`src/sv/cft_pkg.sv`:
```
// ----------------------------------------------------------------------------
// cft_pkg
// Shared types and constants for the CSV field tokenizer.
// ----------------------------------------------------------------------------
package cft_pkg;

   localparam int PEND_DEPTH_DEF = 4;

   localparam logic [7:0] BYTE_LF = 8'h0A;
   localparam logic [7:0] BYTE_CR = 8'h0D;

   localparam logic [7:0]  DELIM_RST      = 8'd44;
   localparam logic [7:0]  QUOTE_RST      = 8'd34;
   localparam logic [6:0]  MAX_FIELDS_RST = 7'd32;
   localparam logic [13:0] MAX_LEN_RST    = 14'd8192;

   localparam logic [6:0] FIELD_CNT_MAX = 7'd127;
   localparam logic [5:0] FIELD_IDX_MAX = 6'd63;

   // result kinds
   localparam logic [1:0] KIND_DATA = 2'd0;
   localparam logic [1:0] KIND_END  = 2'd1;
   localparam logic [1:0] KIND_LAST = 2'd2;

   // quote modes; the unused code behaves as plain
   localparam logic [1:0] QM_PLAIN  = 2'd0;
   localparam logic [1:0] QM_QUOTED = 2'd1;
   localparam logic [1:0] QM_QSEEN  = 2'd2;

   // register indexes
   localparam logic [1:0] CSR_DELIM      = 2'd0;
   localparam logic [1:0] CSR_QUOTE      = 2'd1;
   localparam logic [1:0] CSR_MAX_FIELDS = 2'd2;
   localparam logic [1:0] CSR_MAX_LEN    = 2'd3;

   typedef struct packed {
      logic [7:0]  delimiter;
      logic [7:0]  quote_byte;
      logic [6:0]  fld_limit;
      logic [13:0] len_limit;
   } cfg_type;

   typedef struct packed {
      logic [1:0]  quote_mode;
      logic [6:0]  fld_cnt;
      logic [13:0] field_length;
      logic        truncated;
   } tok_state_type;

   // field ends that follow the content run of one word
   typedef struct packed {
      logic       end_field;
      logic [5:0] index_a;
      logic       many_a;
      logic       trunc_a;
      logic       end_line;
      logic [5:0] index_b;
      logic       many_b;
      logic       trunc_b;
   } batch_meta_type;

endpackage

```
`src/sv/csv_field_tokenizer_core.sv`:
```
// ----------------------------------------------------------------------------
// csv_field_tokenizer_core: splits a byte stream into CSV fields.
// A word passes the input register, then the result register. One word per
// cycle enters while results drain; a word giving more than one result holds
// the input while they drain, one result per cycle when rsp_stall is low.
// Sync reset clears config to defaults, state and pend count; pend bytes not.
// ----------------------------------------------------------------------------
module csv_field_tokenizer_core
   import cft_pkg::*;
#(
   parameter int PEND_DEPTH = PEND_DEPTH_DEF
) (
   input  logic        clock,
   input  logic        reset,
   input  logic        req_valid,
   output logic        req_stall,
   input  logic [7:0]  req_data_byte,
   input  logic        req_last_in_line,
   output logic        rsp_valid,
   input  logic        rsp_stall,
   output logic [7:0]  rsp_out_byte,
   output logic [1:0]  rsp_kind,
   output logic [5:0]  rsp_field_index,
   output logic        rsp_field_truncated,
   output logic        rsp_too_many_fields,
   output logic        rsp_last,
   input  logic        csr_write_enable,
   input  logic [1:0]  csr_index,
   input  logic [13:0] csr_write_data
);

   localparam int PC_W = $clog2(PEND_DEPTH + 1);
   localparam int M_W  = $clog2(PEND_DEPTH + 2);

   cfg_type                    cfg_ff, cfg_in;
   tok_state_type              state_ff, state_in, state_nxt;
   logic [PEND_DEPTH-1:0][7:0] pend_ff, pend_in, pend_nxt;
   logic [PC_W-1:0]            pend_count_ff, pend_count_in, pend_count_nxt;
   logic                       item_valid_ff, item_valid_in;
   logic [7:0]                 item_byte_ff, item_byte_in;
   logic                       item_eol_ff, item_eol_in;
   logic [PEND_DEPTH:0][7:0]   content;
   logic [M_W-1:0]             content_count;
   batch_meta_type             meta;
   logic                       emit_free;
   logic                       advance;
   logic                       req_take;

   cft_step #(
      .PEND_DEPTH (PEND_DEPTH)
   ) u_step (
      .data_byte      (item_byte_ff),
      .last_in_line   (item_eol_ff),
      .cfg            (cfg_ff),
      .cur            (state_ff),
      .pend           (pend_ff),
      .pend_count     (pend_count_ff),
      .nxt            (state_nxt),
      .pend_nxt       (pend_nxt),
      .pend_count_nxt (pend_count_nxt),
      .content        (content),
      .content_count  (content_count),
      .meta           (meta)
   );

   cft_emit #(
      .PEND_DEPTH (PEND_DEPTH)
   ) u_emit (
      .clock               (clock),
      .reset               (reset),
      .load                (advance),
      .content             (content),
      .content_count       (content_count),
      .meta                (meta),
      .free                (emit_free),
      .rsp_valid           (rsp_valid),
      .rsp_stall           (rsp_stall),
      .rsp_out_byte        (rsp_out_byte),
      .rsp_kind            (rsp_kind),
      .rsp_field_index     (rsp_field_index),
      .rsp_field_truncated (rsp_field_truncated),
      .rsp_too_many_fields (rsp_too_many_fields),
      .rsp_last            (rsp_last)
   );

   always_comb begin
      advance   = item_valid_ff && emit_free;
      req_stall = item_valid_ff && !emit_free;
      req_take  = req_valid && !req_stall;

      item_valid_in = req_take || (item_valid_ff && !advance);
      item_byte_in  = req_take ? req_data_byte : item_byte_ff;
      item_eol_in   = req_take ? req_last_in_line : item_eol_ff;

      state_in      = advance ? state_nxt : state_ff;
      pend_in       = advance ? pend_nxt : pend_ff;
      pend_count_in = advance ? pend_count_nxt : pend_count_ff;

      cfg_in = cfg_ff;
      if (csr_write_enable) begin
         unique case (csr_index)
            CSR_DELIM:      cfg_in.delimiter  = csr_write_data[7:0];
            CSR_QUOTE:      cfg_in.quote_byte = csr_write_data[7:0];
            CSR_MAX_FIELDS: cfg_in.fld_limit  = csr_write_data[6:0];
            CSR_MAX_LEN:    cfg_in.len_limit  = csr_write_data;
         endcase
      end
   end

   always_ff @(posedge clock) begin
      item_byte_ff <= item_byte_in;
      item_eol_ff  <= item_eol_in;
      pend_ff      <= pend_in;
      if (reset) begin
         item_valid_ff         <= 1'b0;
         state_ff              <= '0;
         pend_count_ff         <= '0;
         cfg_ff.delimiter      <= DELIM_RST;
         cfg_ff.quote_byte     <= QUOTE_RST;
         cfg_ff.fld_limit      <= MAX_FIELDS_RST;
         cfg_ff.len_limit      <= MAX_LEN_RST;
      end else begin
         item_valid_ff <= item_valid_in;
         state_ff      <= state_in;
         pend_count_ff <= pend_count_in;
         cfg_ff        <= cfg_in;
      end
   end

endmodule

```
`src/sv/cft_step.sv`:
```
// ----------------------------------------------------------------------------
// cft_step
// Per-word tokenizer decision: next state, content run and field ends.
// ----------------------------------------------------------------------------
module cft_step
   import cft_pkg::*;
#(
   parameter int PEND_DEPTH = PEND_DEPTH_DEF,
   localparam int PC_W = $clog2(PEND_DEPTH + 1),
   localparam int M_W = $clog2(PEND_DEPTH + 2)
) (
   input  logic [7:0]                  data_byte,
   input  logic                        last_in_line,
   input  cfg_type                     cfg,
   input  tok_state_type               cur,
   input  logic [PEND_DEPTH-1:0][7:0]  pend,
   input  logic [PC_W-1:0]             pend_count,
   output tok_state_type               nxt,
   output logic [PEND_DEPTH-1:0][7:0]  pend_nxt,
   output logic [PC_W-1:0]             pend_count_nxt,
   output logic [PEND_DEPTH:0][7:0]    content,
   output logic [M_W-1:0]              content_count,
   output batch_meta_type              meta
);

   function automatic logic [5:0] sat_index(input logic [6:0] cnt);
      return (cnt > 7'(FIELD_IDX_MAX)) ? FIELD_IDX_MAX : cnt[5:0];
   endfunction

   logic             is_quote;
   logic             is_delim;
   logic             is_nl;
   logic             take;
   logic             delim_end;
   logic             flush;
   logic             push;
   logic             full;
   logic [1:0]       qmode_n;
   logic [M_W-1:0]   src_len;
   logic [13:0]      limit;
   logic [13:0]      room;
   logic [13:0]      len_mid;
   logic             trunc_mid;
   logic [6:0]       count_mid;

   always_comb begin
      is_quote  = data_byte == cfg.quote_byte;
      is_delim  = data_byte == cfg.delimiter;
      is_nl     = (data_byte == BYTE_CR) || (data_byte == BYTE_LF);
      take      = 1'b0;
      delim_end = 1'b0;
      qmode_n   = cur.quote_mode;

      priority if (cur.quote_mode == QM_QSEEN && is_quote) begin
         take    = 1'b1;
         qmode_n = QM_QUOTED;
      end else if (cur.quote_mode == QM_QUOTED) begin
         if (is_quote) begin
            qmode_n = QM_QSEEN;
         end else begin
            take = 1'b1;
         end
      end else begin
         priority if (is_quote) begin
            qmode_n = QM_QUOTED;
         end else if (is_delim) begin
            qmode_n   = QM_PLAIN;
            delim_end = 1'b1;
         end else begin
            qmode_n = QM_PLAIN;
            take    = 1'b1;
         end
      end

      flush = delim_end || (take && !is_nl);
      push  = take && is_nl;
      full  = pend_count >= PC_W'(PEND_DEPTH);

      // content run: pending bytes in order, then the word's own byte
      for (int i = 0; i < PEND_DEPTH; i++) begin
         content[i] = (PC_W'(i) < pend_count) ? pend[i] : data_byte;
      end
      content[PEND_DEPTH] = data_byte;

      priority if (flush) begin
         src_len = M_W'(pend_count) + M_W'(take && !is_nl);
      end else if (push && full) begin
         src_len = M_W'(1);
      end else begin
         src_len = '0;
      end

      limit = (cfg.len_limit == '0) ? '0 : cfg.len_limit - 14'd1;
      room  = (limit > cur.field_length) ? limit - cur.field_length : '0;
      if (room < 14'(src_len)) begin
         content_count = M_W'(room);
         trunc_mid     = 1'b1;
      end else begin
         content_count = src_len;
         trunc_mid     = cur.truncated;
      end
      len_mid   = cur.field_length + 14'(content_count);
      count_mid = (delim_end && cur.fld_cnt != FIELD_CNT_MAX) ?
                  cur.fld_cnt + 7'd1 : cur.fld_cnt;

      meta.end_field = delim_end;
      meta.index_a   = sat_index(cur.fld_cnt);
      meta.many_a    = cur.fld_cnt >= cfg.fld_limit;
      meta.trunc_a   = trunc_mid;
      meta.end_line  = last_in_line;
      meta.index_b   = sat_index(count_mid);
      meta.many_b    = count_mid >= cfg.fld_limit;
      meta.trunc_b   = delim_end ? 1'b0 : trunc_mid;

      pend_nxt       = pend;
      pend_count_nxt = pend_count;
      if (flush) begin
         pend_count_nxt = '0;
      end else if (push) begin
         if (full) begin
            for (int i = 0; i < PEND_DEPTH - 1; i++) begin
               pend_nxt[i] = pend[i+1];
            end
            pend_nxt[PEND_DEPTH-1] = data_byte;
         end else begin
            for (int i = 0; i < PEND_DEPTH; i++) begin
               if (PC_W'(i) == pend_count) begin
                  pend_nxt[i] = data_byte;
               end
            end
            pend_count_nxt = pend_count + PC_W'(1);
         end
      end

      nxt.quote_mode   = qmode_n;
      nxt.fld_cnt      = count_mid;
      nxt.field_length = delim_end ? '0 : len_mid;
      nxt.truncated    = delim_end ? 1'b0 : trunc_mid;

      if (last_in_line) begin
         nxt.quote_mode   = QM_PLAIN;
         nxt.fld_cnt      = '0;
         nxt.field_length = '0;
         nxt.truncated    = 1'b0;
         pend_count_nxt   = '0;
      end
   end

endmodule

```
`src/sv/cft_emit.sv`:
```
// ----------------------------------------------------------------------------
// cft_emit
// Result register: holds one word's results and hands them out in order.
// ----------------------------------------------------------------------------
module cft_emit
   import cft_pkg::*;
#(
   parameter int PEND_DEPTH = PEND_DEPTH_DEF,
   localparam int M_W = $clog2(PEND_DEPTH + 2)
) (
   input  logic                      clock,
   input  logic                      reset,
   input  logic                      load,
   input  logic [PEND_DEPTH:0][7:0]  content,
   input  logic [M_W-1:0]            content_count,
   input  batch_meta_type            meta,
   output logic                      free,
   output logic                      rsp_valid,
   input  logic                      rsp_stall,
   output logic [7:0]                rsp_out_byte,
   output logic [1:0]                rsp_kind,
   output logic [5:0]                rsp_field_index,
   output logic                      rsp_field_truncated,
   output logic                      rsp_too_many_fields,
   output logic                      rsp_last
);

   localparam int SEL_W = $clog2(PEND_DEPTH + 1);

   logic [PEND_DEPTH:0][7:0] content_ff, content_in;
   logic [M_W-1:0]           count_ff, count_in;
   logic [M_W-1:0]           ptr_ff, ptr_in;
   batch_meta_type           meta_ff, meta_in;
   logic                     in_content;
   logic                     end_a;
   logic                     end_b;
   logic                     final_one;
   logic                     take;

   always_comb begin
      in_content = ptr_ff < count_ff;
      end_a      = !in_content && meta_ff.end_field;
      end_b      = !in_content && !meta_ff.end_field && meta_ff.end_line;
      rsp_valid  = in_content || meta_ff.end_field || meta_ff.end_line;

      if (in_content) begin
         final_one = (ptr_ff + M_W'(1) == count_ff) &&
                     !meta_ff.end_field && !meta_ff.end_line;
      end else if (end_a) begin
         final_one = !meta_ff.end_line;
      end else begin
         final_one = end_b;
      end

      rsp_out_byte        = in_content ? content_ff[ptr_ff[SEL_W-1:0]] : '0;
      rsp_kind            = in_content ? KIND_DATA : (end_a ? KIND_END : KIND_LAST);
      rsp_field_index     = (in_content || end_a) ? meta_ff.index_a : meta_ff.index_b;
      rsp_too_many_fields = (in_content || end_a) ? meta_ff.many_a : meta_ff.many_b;
      rsp_field_truncated = in_content ? 1'b0 : (end_a ? meta_ff.trunc_a : meta_ff.trunc_b);
      rsp_last            = final_one;

      take = rsp_valid && !rsp_stall;
      free = !rsp_valid || (take && final_one);

      content_in = content_ff;
      count_in   = count_ff;
      ptr_in     = ptr_ff;
      meta_in    = meta_ff;
      if (load) begin
         content_in = content;
         count_in   = content_count;
         ptr_in     = '0;
         meta_in    = meta;
      end else if (take) begin
         priority if (in_content) begin
            ptr_in = ptr_ff + M_W'(1);
         end else if (meta_ff.end_field) begin
            meta_in.end_field = 1'b0;
         end else begin
            meta_in.end_line = 1'b0;
         end
      end
   end

   always_ff @(posedge clock) begin
      content_ff <= content_in;
      if (reset) begin
         count_ff <= '0;
         ptr_ff   <= '0;
         meta_ff  <= '0;
      end else begin
         count_ff <= count_in;
         ptr_ff   <= ptr_in;
         meta_ff  <= meta_in;
      end
   end

endmodule

```
`config.mk`:
```
export PLATFORM = sky130hd
export DESIGN_NAME = csv_field_tokenizer_core
export DESIGN_NICKNAME = d
export VERILOG_FILES = /design/src/sv/cft_pkg.sv /design/src/sv/csv_field_tokenizer_core.sv /design/src/sv/cft_step.sv /design/src/sv/cft_emit.sv
export SDC_FILE = /design/constraint.sdc
export NUM_CORES = 1
export LEC_CHECK = 0
export BUFFER_PORTS_ARGS = -buffer_cell sky130_fd_sc_hd__buf_2
export CAP_MARGIN = 10
export CORE_UTILIZATION = 45
export DETAILED_ROUTE_END_ITERATION = 12
export PLACE_DENSITY = 0.71
export SYNTH_ARGS = -nofsm -noshare
export SYNTH_HDL_FRONTEND = slang
export SYNTH_HIERARCHICAL = 1
export SYNTH_SLANG_ARGS = --single-unit
```
`constraint.sdc`:
```
create_clock -name clock -period 8.2 [get_ports clock]
set_clock_uncertainty 0.1 [all_clocks]
set_input_delay 0.41 -clock clock [delete_from_list [all_inputs] [get_ports clock]]
set_output_delay 0.41 -clock clock [all_outputs]
set_load 0.05 [all_outputs]
```
== Yosys cells after proc, flatten, opt, wreduce, memory -nomap -nowiden ==
Index checks and enable logic that the tools add are counted.
Widths: inputs -> output; s select.

* Register bits after elaboration: 170
* Input bits: 30

* Bitwise operators: 1
* Order comparisons: 13
* $add $sub $neg: 7
* Reductions and logical operators: 55
* Equal/unequal tests: 18
* Muxes and demuxes: 56

{| class="wikitable"
|+ Operators by type and width
! operator !! number
|-
| $mux 8 || 10
|-
| $mux 14 || 3
|-
| $mux 32 || 1
|-
| $mux 1 || 25
|-
| $bmux 8 s3 || 1
|-
| $mux 24 || 1
|-
| $mux 3 || 6
|-
| $mux 6 || 3
|-
| $eq 8x4->1 const B || 2
|-
| $eq 8x8->1 || 2
|-
| $logic_and 1x1->1 || 16
|-
| $reduce_and 4->1 || 4
|-
| $add 14x3->14 || 1
|-
| $ge 7x7->1 || 2
|-
| $gt 14x14->1 || 1
|-
| $gt 7x6->1 const B || 2
|-
| $logic_not 14->1 || 1
|-
| $lt 14x3->1 || 1
|-
| $reduce_and 2->1 || 7
|-
| $sub 14x1->14 const B || 1
|-
| $sub 14x14->14 || 1
|-
| $mux 2 || 5
|-
| $reduce_bool 2->1 || 5
|-
| $logic_not 1->1 || 9
|-
| other kinds (25) || 40
|}

== Longest topological paths before layout ==
* Word-level depth: 14
* Mapped depth: 34

== Cells and area by module ==
The synthesis kept the hierarchy.

{| class="wikitable"
|+ Modules (own cells, without submodules)
! module !! area an instance (um^2) !! cells each !! sequential area each (um^2) !! times used
|-
| csv_field_tokenizer_core || 3965.1 || 315 || 2532.4 || 1
|-
| cft_step || 3558.4 || 521 || 0.0 || 1
|-
| cft_emit || 2806.4 || 223 || 1681.6 || 1
|}

== Least setup slack after synthesis ==
No wires, ideal clock.

* Path type: flip-flop to flip-flop
* Start point: register cfg_ff[5] (netlist name)
* End point: register state_ff[11] (netlist name)
* Setup slack: 1.353 ns
* Buffers on the path: 1
* Cell stages (with the launch flop): 32
* Arrival time: 6.628 ns
* Clock period less this slack: 6.847 ns
* Data required time: 7.980 ns
* Library setup time: 0.120 ns
* Path through: dfxtp_1 > or4_1 > or3_1 > nor3_1 > clkbuf_1 > nor2_1 > fa_1 > a21o_1 > a221oi_1 > o221a_2 > o21ai_1 > o21ai_1 > nor2_1 > and2_1 > ha_1 > o21ai_0 > a21oi_1 > a311o_1 > nor4_1 > nand4_1 > a2111oi_4 > o21a_4 > mux2i_1 > ha_1 > fa_1 > a21oi_1 > nor2_1 > nand3_1 > xnor2_1 > nor2_1 > nand3_1 > a21oi_1

{| class="wikitable"
|+ RTL lines
! element !! line !! RTL
|-
| start, declared || csv_field_tokenizer_core.sv:35 || <nowiki>cfg_type cfg_ff, cfg_in;</nowiki>
|-
| start signal, assigned || csv_field_tokenizer_core.sv:126 || <nowiki>cfg_ff <= cfg_in;</nowiki>
|-
| end signal, assigned || csv_field_tokenizer_core.sv:124 || <nowiki>state_ff <= state_in;</nowiki>
|-
| end, declared || csv_field_tokenizer_core.sv:36 || <nowiki>tok_state_type state_ff, state_in, state_nxt;</nowiki>
|}

==> impl_metrics.sql <==
INSERT INTO impl_metrics (metric_group, metric, value, unit) VALUES
('worst_setup_path', 'r2r_cells', '33', ''),
('clock_network', 'ctsHtreeMaxLevel', '4', ''),
('drt', 'detailedRoute.firstIterationViolations', '567', ''),
('grt', 'pin_count_of_the_biggest_net_entering_global_routing', '76', ''),
('clock_network', 'tritoncts', 'built', ''),
('sta', 'fin_max_slew_vios', '0', ''),
('worst_setup_path', 'r2r-start', 'cfg_ff[5]', ''),
('synthesis', 'synth_enable_flop_cells', '81', ''),
('power', 'power_per_cell_area', '189.8', 'nW/um^2'),
('synthesis', 'syn_area_per_cell', '9.754', 'sq um'),
('clock_network', 'clock_tree.buffer_depth', '2', ''),
('floorplanning', 'die_x', '153.5', 'um'),
('sta', 'period_minus_slack', '7617', 'ps'),
('floorplanning', 'number_of_placed_i_o_pins', '51', ''),
('sta', 'report.final.hold_viol_count', '0', ''),
('synthesis', 'synth_flop_cell', 'sky130_fd_sc_hd__dfxtp_1', ''),
('grt', 'global_route.usage.total', '0.1904', ''),
('floorplanning', 'die_h', '153.5', 'um'),
('worst_setup_path', 'worst-r2r-setup-slack', '580', 'ps'),
('placement', 'place_worst_setup_slack', '552.2', 'ps'),
('grt', 'grt_pass1_wl', '36110', 'um'),
('synthesis', 'yosys_warnings', '6', ''),
('layout', 'stdcell_count', '1361', ''),
('synthesis', 'synthCells', '1059', ''),
('floorplanning', 'floorplan.core_area', '22570', 'sq um'),
('grt', 'grt_antenna_before_repair', '0', ''),
('sta', 'final_cycle_utilization_of_the_critical_path', '0.9289', ''),
('drt', 'vias', '7470', ''),
('synthesis', 'synth_top_cell_area_share', '0.2355', ''),
('hold_path', 'hp-start', 'req_data_byte[4]', ''),
('worst_setup_path', 'cp-end-kind', 'register', ''),
('worst_setup_path', 'worst_r2r_endpoint', 'state_ff[11]', ''),
('floorplanning', 'dieArea', '23570', 'sq um'),
('synthesis', 'synth.cell_area', '10330', 'sq um'),
('sta', 'setup-violations-final', '0', ''),
('layout', 'drive_gt1_frac', '0.1719', ''),
('grt', 'grt_pass1_vias', '6946', ''),
('worst_setup_path', 'worst-endpoint-arrival', '7790', 'ps'),
('placement', 'placement.io_buffers', '50', ''),
('sta', 'slew_headroom', '0.2531', ''),
('worst_setup_path', 'worst_endpoint_required_time', '8380', 'ps'),
('synthesis', 'synth_top_area_cell', 'sky130_fd_sc_hd__edfxtp_1', ''),
('layout', 'final_util', '0.4975', ''),
('synthesis', 'yosysSeqAreaShare', '0.4079', ''),
('worst_setup_path', 'crit_path_top_delay_cell', 'sky130_fd_sc_hd__or4_1', ''),
('sta', 'fmax', '131.3', 'MHz'),
('layout', 'finalNetCount', '1141', ''),
('floorplanning', 'starting_utilization_of_the_core_area', '0.4576', ''),
('worst_setup_path', 'setup.worst_path.start_class', 'register', ''),
('floorplanning', 'num_rows', '55', ''),
('drt', 'avgRoutedWirePerCell', '16.42', 'um'),
('hold_path', 'hold_path_class', 'input pin to register', ''),
('run_status', 'status', 'finished, final reports clean', ''),
('grt', 'globalRoute.totalOverflow', '0', ''),
('placement', 'hpwlAfterDp', '15340', 'um'),
('run', 'max_cap_viol_count', '0', ''),
('synthesis', 'post_synth_main_area_contributors', 'sky130_fd_sc_hd__edfxtp_1 24%, sky130_fd_sc_hd__dfxtp_1 17%, sky130_fd_sc_hd__mux2i_1 6.8%', ''),
('sta', 'worstMarginPinSlew', '1120', 'ps'),
('synthesis', 'synth.ff_latch_count', '170', ''),
('layout', 'antennaDiodeCount', '0', ''),
('synthesis', 'synthesis.nets', '1137', ''),
('hold_path', 'timing.hold.worst_endpoint', 'item_byte_ff[4]', ''),
('hold_path', 'hold_depth', '1', ''),
('drt', 'route.final.wire_length', '22350', 'um'),
('clock_network', 'post_cts.resized_instances', '0', ''),
('synthesis', 'async_reset_ff_frac', '0', ''),
('sta', 'final_critical_path_setup_slack', '583.1', 'ps'),
('clock_network', 'clock_latency', '420', 'ps'),
('drt', 'via_per_inst', '5.489', ''),
('clock_network', 'clockRootBuffer', 'sky130_fd_sc_hd__clkbuf_16', ''),
('layout', 'synthToLayoutAreaGrowth', '8.697', '%');
[power by group]
group / switching [mW] / internal, mW / total, mW
clock: 0.343 / 0.454 / 0.797
sequential: 0.0254 / 0.926 / 0.951
combinational: 0.239 / 0.144 / 0.383
total: 0.607 / 1.52 / 2.13
[routing by layer]
metal | GRT usage | up-vias | part of all wire | wire, um
met3 | 0.03608 | 19 | 0.064 | 1432
li1 | - | 3744 | - | -
met4 | 0.04429 | 0 | 0.010 | 227
met2 | 0.2944 | 210 | 0.44 | 9809
met5 | 0 | - | 0 | 0
met1 | 0.2742 | 3497 | 0.49 | 10890
[placed cells by master (no fill, tap or decap), drive strengths merged, types with 20 or more instances in the layout]
cell	synthesis	routed
nand2b	50	50
a21oi	66	66
mux2	47	47
nand3	41	41
nor2	90	90
o21ai	41	41
clkbuf	35	20
dfxtp	89	89
ha	46	46
mux2i	70	70
nand2	52	52
buf	41	61
a21bo	27	27
edfxtp	81	81
xnor2	42	42
inv	54	59
[through the flow]
| step | cell area (sq um) | hold WS (ps) | power (mW) | TNS, ps |
|---|---|---|---|---|
| after floorplan | 10330 | 348.2 | 1.269 | 0 |
| after global placement | 10640 | 372.1 | 1.339 | 0 |
| after detailed placement | 10640 | 379.5 | 1.347 | 0 |
| after CTS | 11220 | 47.31 | 2.140 | 0 |
| after global routing | 11230 | 43.58 | 2.218 | -20.29 |
| final | 11230 | 55.59 | 2.131 | 0 |
[worst max-delay path by stage]
stage	from	slack, ps	end
finish	cfg_ff[5]	580	state_ff[11]
global route	cfg_ff[5]	-10	state_ff[11]
CTS	cfg_ff[5]	530	state_ff[11]
detailed placement	cfg_ff[5]	550	state_ff[11]
global placement	cfg_ff[5]	820	state_ff[11]
floorplan	cfg_ff[5]	1350	state_ff[11]
[critical path, delay by kind of cell (launching register included)]
kind / cells / cell delay (ps)
flip-flops: 1 / 350
XOR/XNOR: 1 / 110
buffers and inverters: 2 / 270
AO/OA/AOI/OAI: 12 / 2540
AND/OR/NAND/NOR: 12 / 2400
adder cells (fa/ha/maj): 5 / 1570
multiplexers: 1 / 100
[area by class of cell]
class                      count  area, sq um
clock inverter                12        140.1
sequential                   170         4215
fill                        2041        11340
tap                          285        356.6
inverter                      54        202.7
clock buffer                  20        436.7
timing repair buffer          61        332.8
multi-input combinational    759         5544
[synth_stat cells (14+ instances only)]
master / instances
sky130_fd_sc_hd__nand3_1: 41
sky130_fd_sc_hd__a21oi_1: 65
sky130_fd_sc_hd__buf_4: 17
sky130_fd_sc_hd__inv_1: 54
sky130_fd_sc_hd__nor3_1: 18
sky130_fd_sc_hd__clkbuf_1: 33
sky130_fd_sc_hd__mux2i_1: 70
sky130_fd_sc_hd__nor2_1: 89
sky130_fd_sc_hd__buf_2: 19
sky130_fd_sc_hd__mux2_2: 37
sky130_fd_sc_hd__xnor2_1: 42
sky130_fd_sc_hd__edfxtp_1: 81
sky130_fd_sc_hd__o21ai_0: 24
sky130_fd_sc_hd__nand3b_1: 14
sky130_fd_sc_hd__ha_1: 46
sky130_fd_sc_hd__a21bo_2: 27
sky130_fd_sc_hd__nand2b_1: 50
sky130_fd_sc_hd__o21ai_1: 16
sky130_fd_sc_hd__nand2_1: 52
sky130_fd_sc_hd__dfxtp_1: 89
[registers in the layout, summed over array words and instances (netlist names)]
name	flops
item_eol_ff	1
pend_count_ff	3
state_ff	24
u_emit/ptr_ff	3
item_byte_ff	8
u_emit/meta_ff	18
u_emit/content_ff	40
pend_ff	32
item_valid_ff	1
cfg_ff	37
u_emit/count_ff	3
[kinds of logic (layout without fill, tap and decap cells)]
logic type,after synthesis,count (layout),synth area share
simple gates,338,338,0.1713
compound gates,203,203,0.1371
flops,170,170,0.4079
buf+inv,130,147,0.05741
mux,117,117,0.1216
xor+xnor,52,52,0.04409
fa+ha+maj,49,49,0.06056
Power figures use the tool's default switching activity.
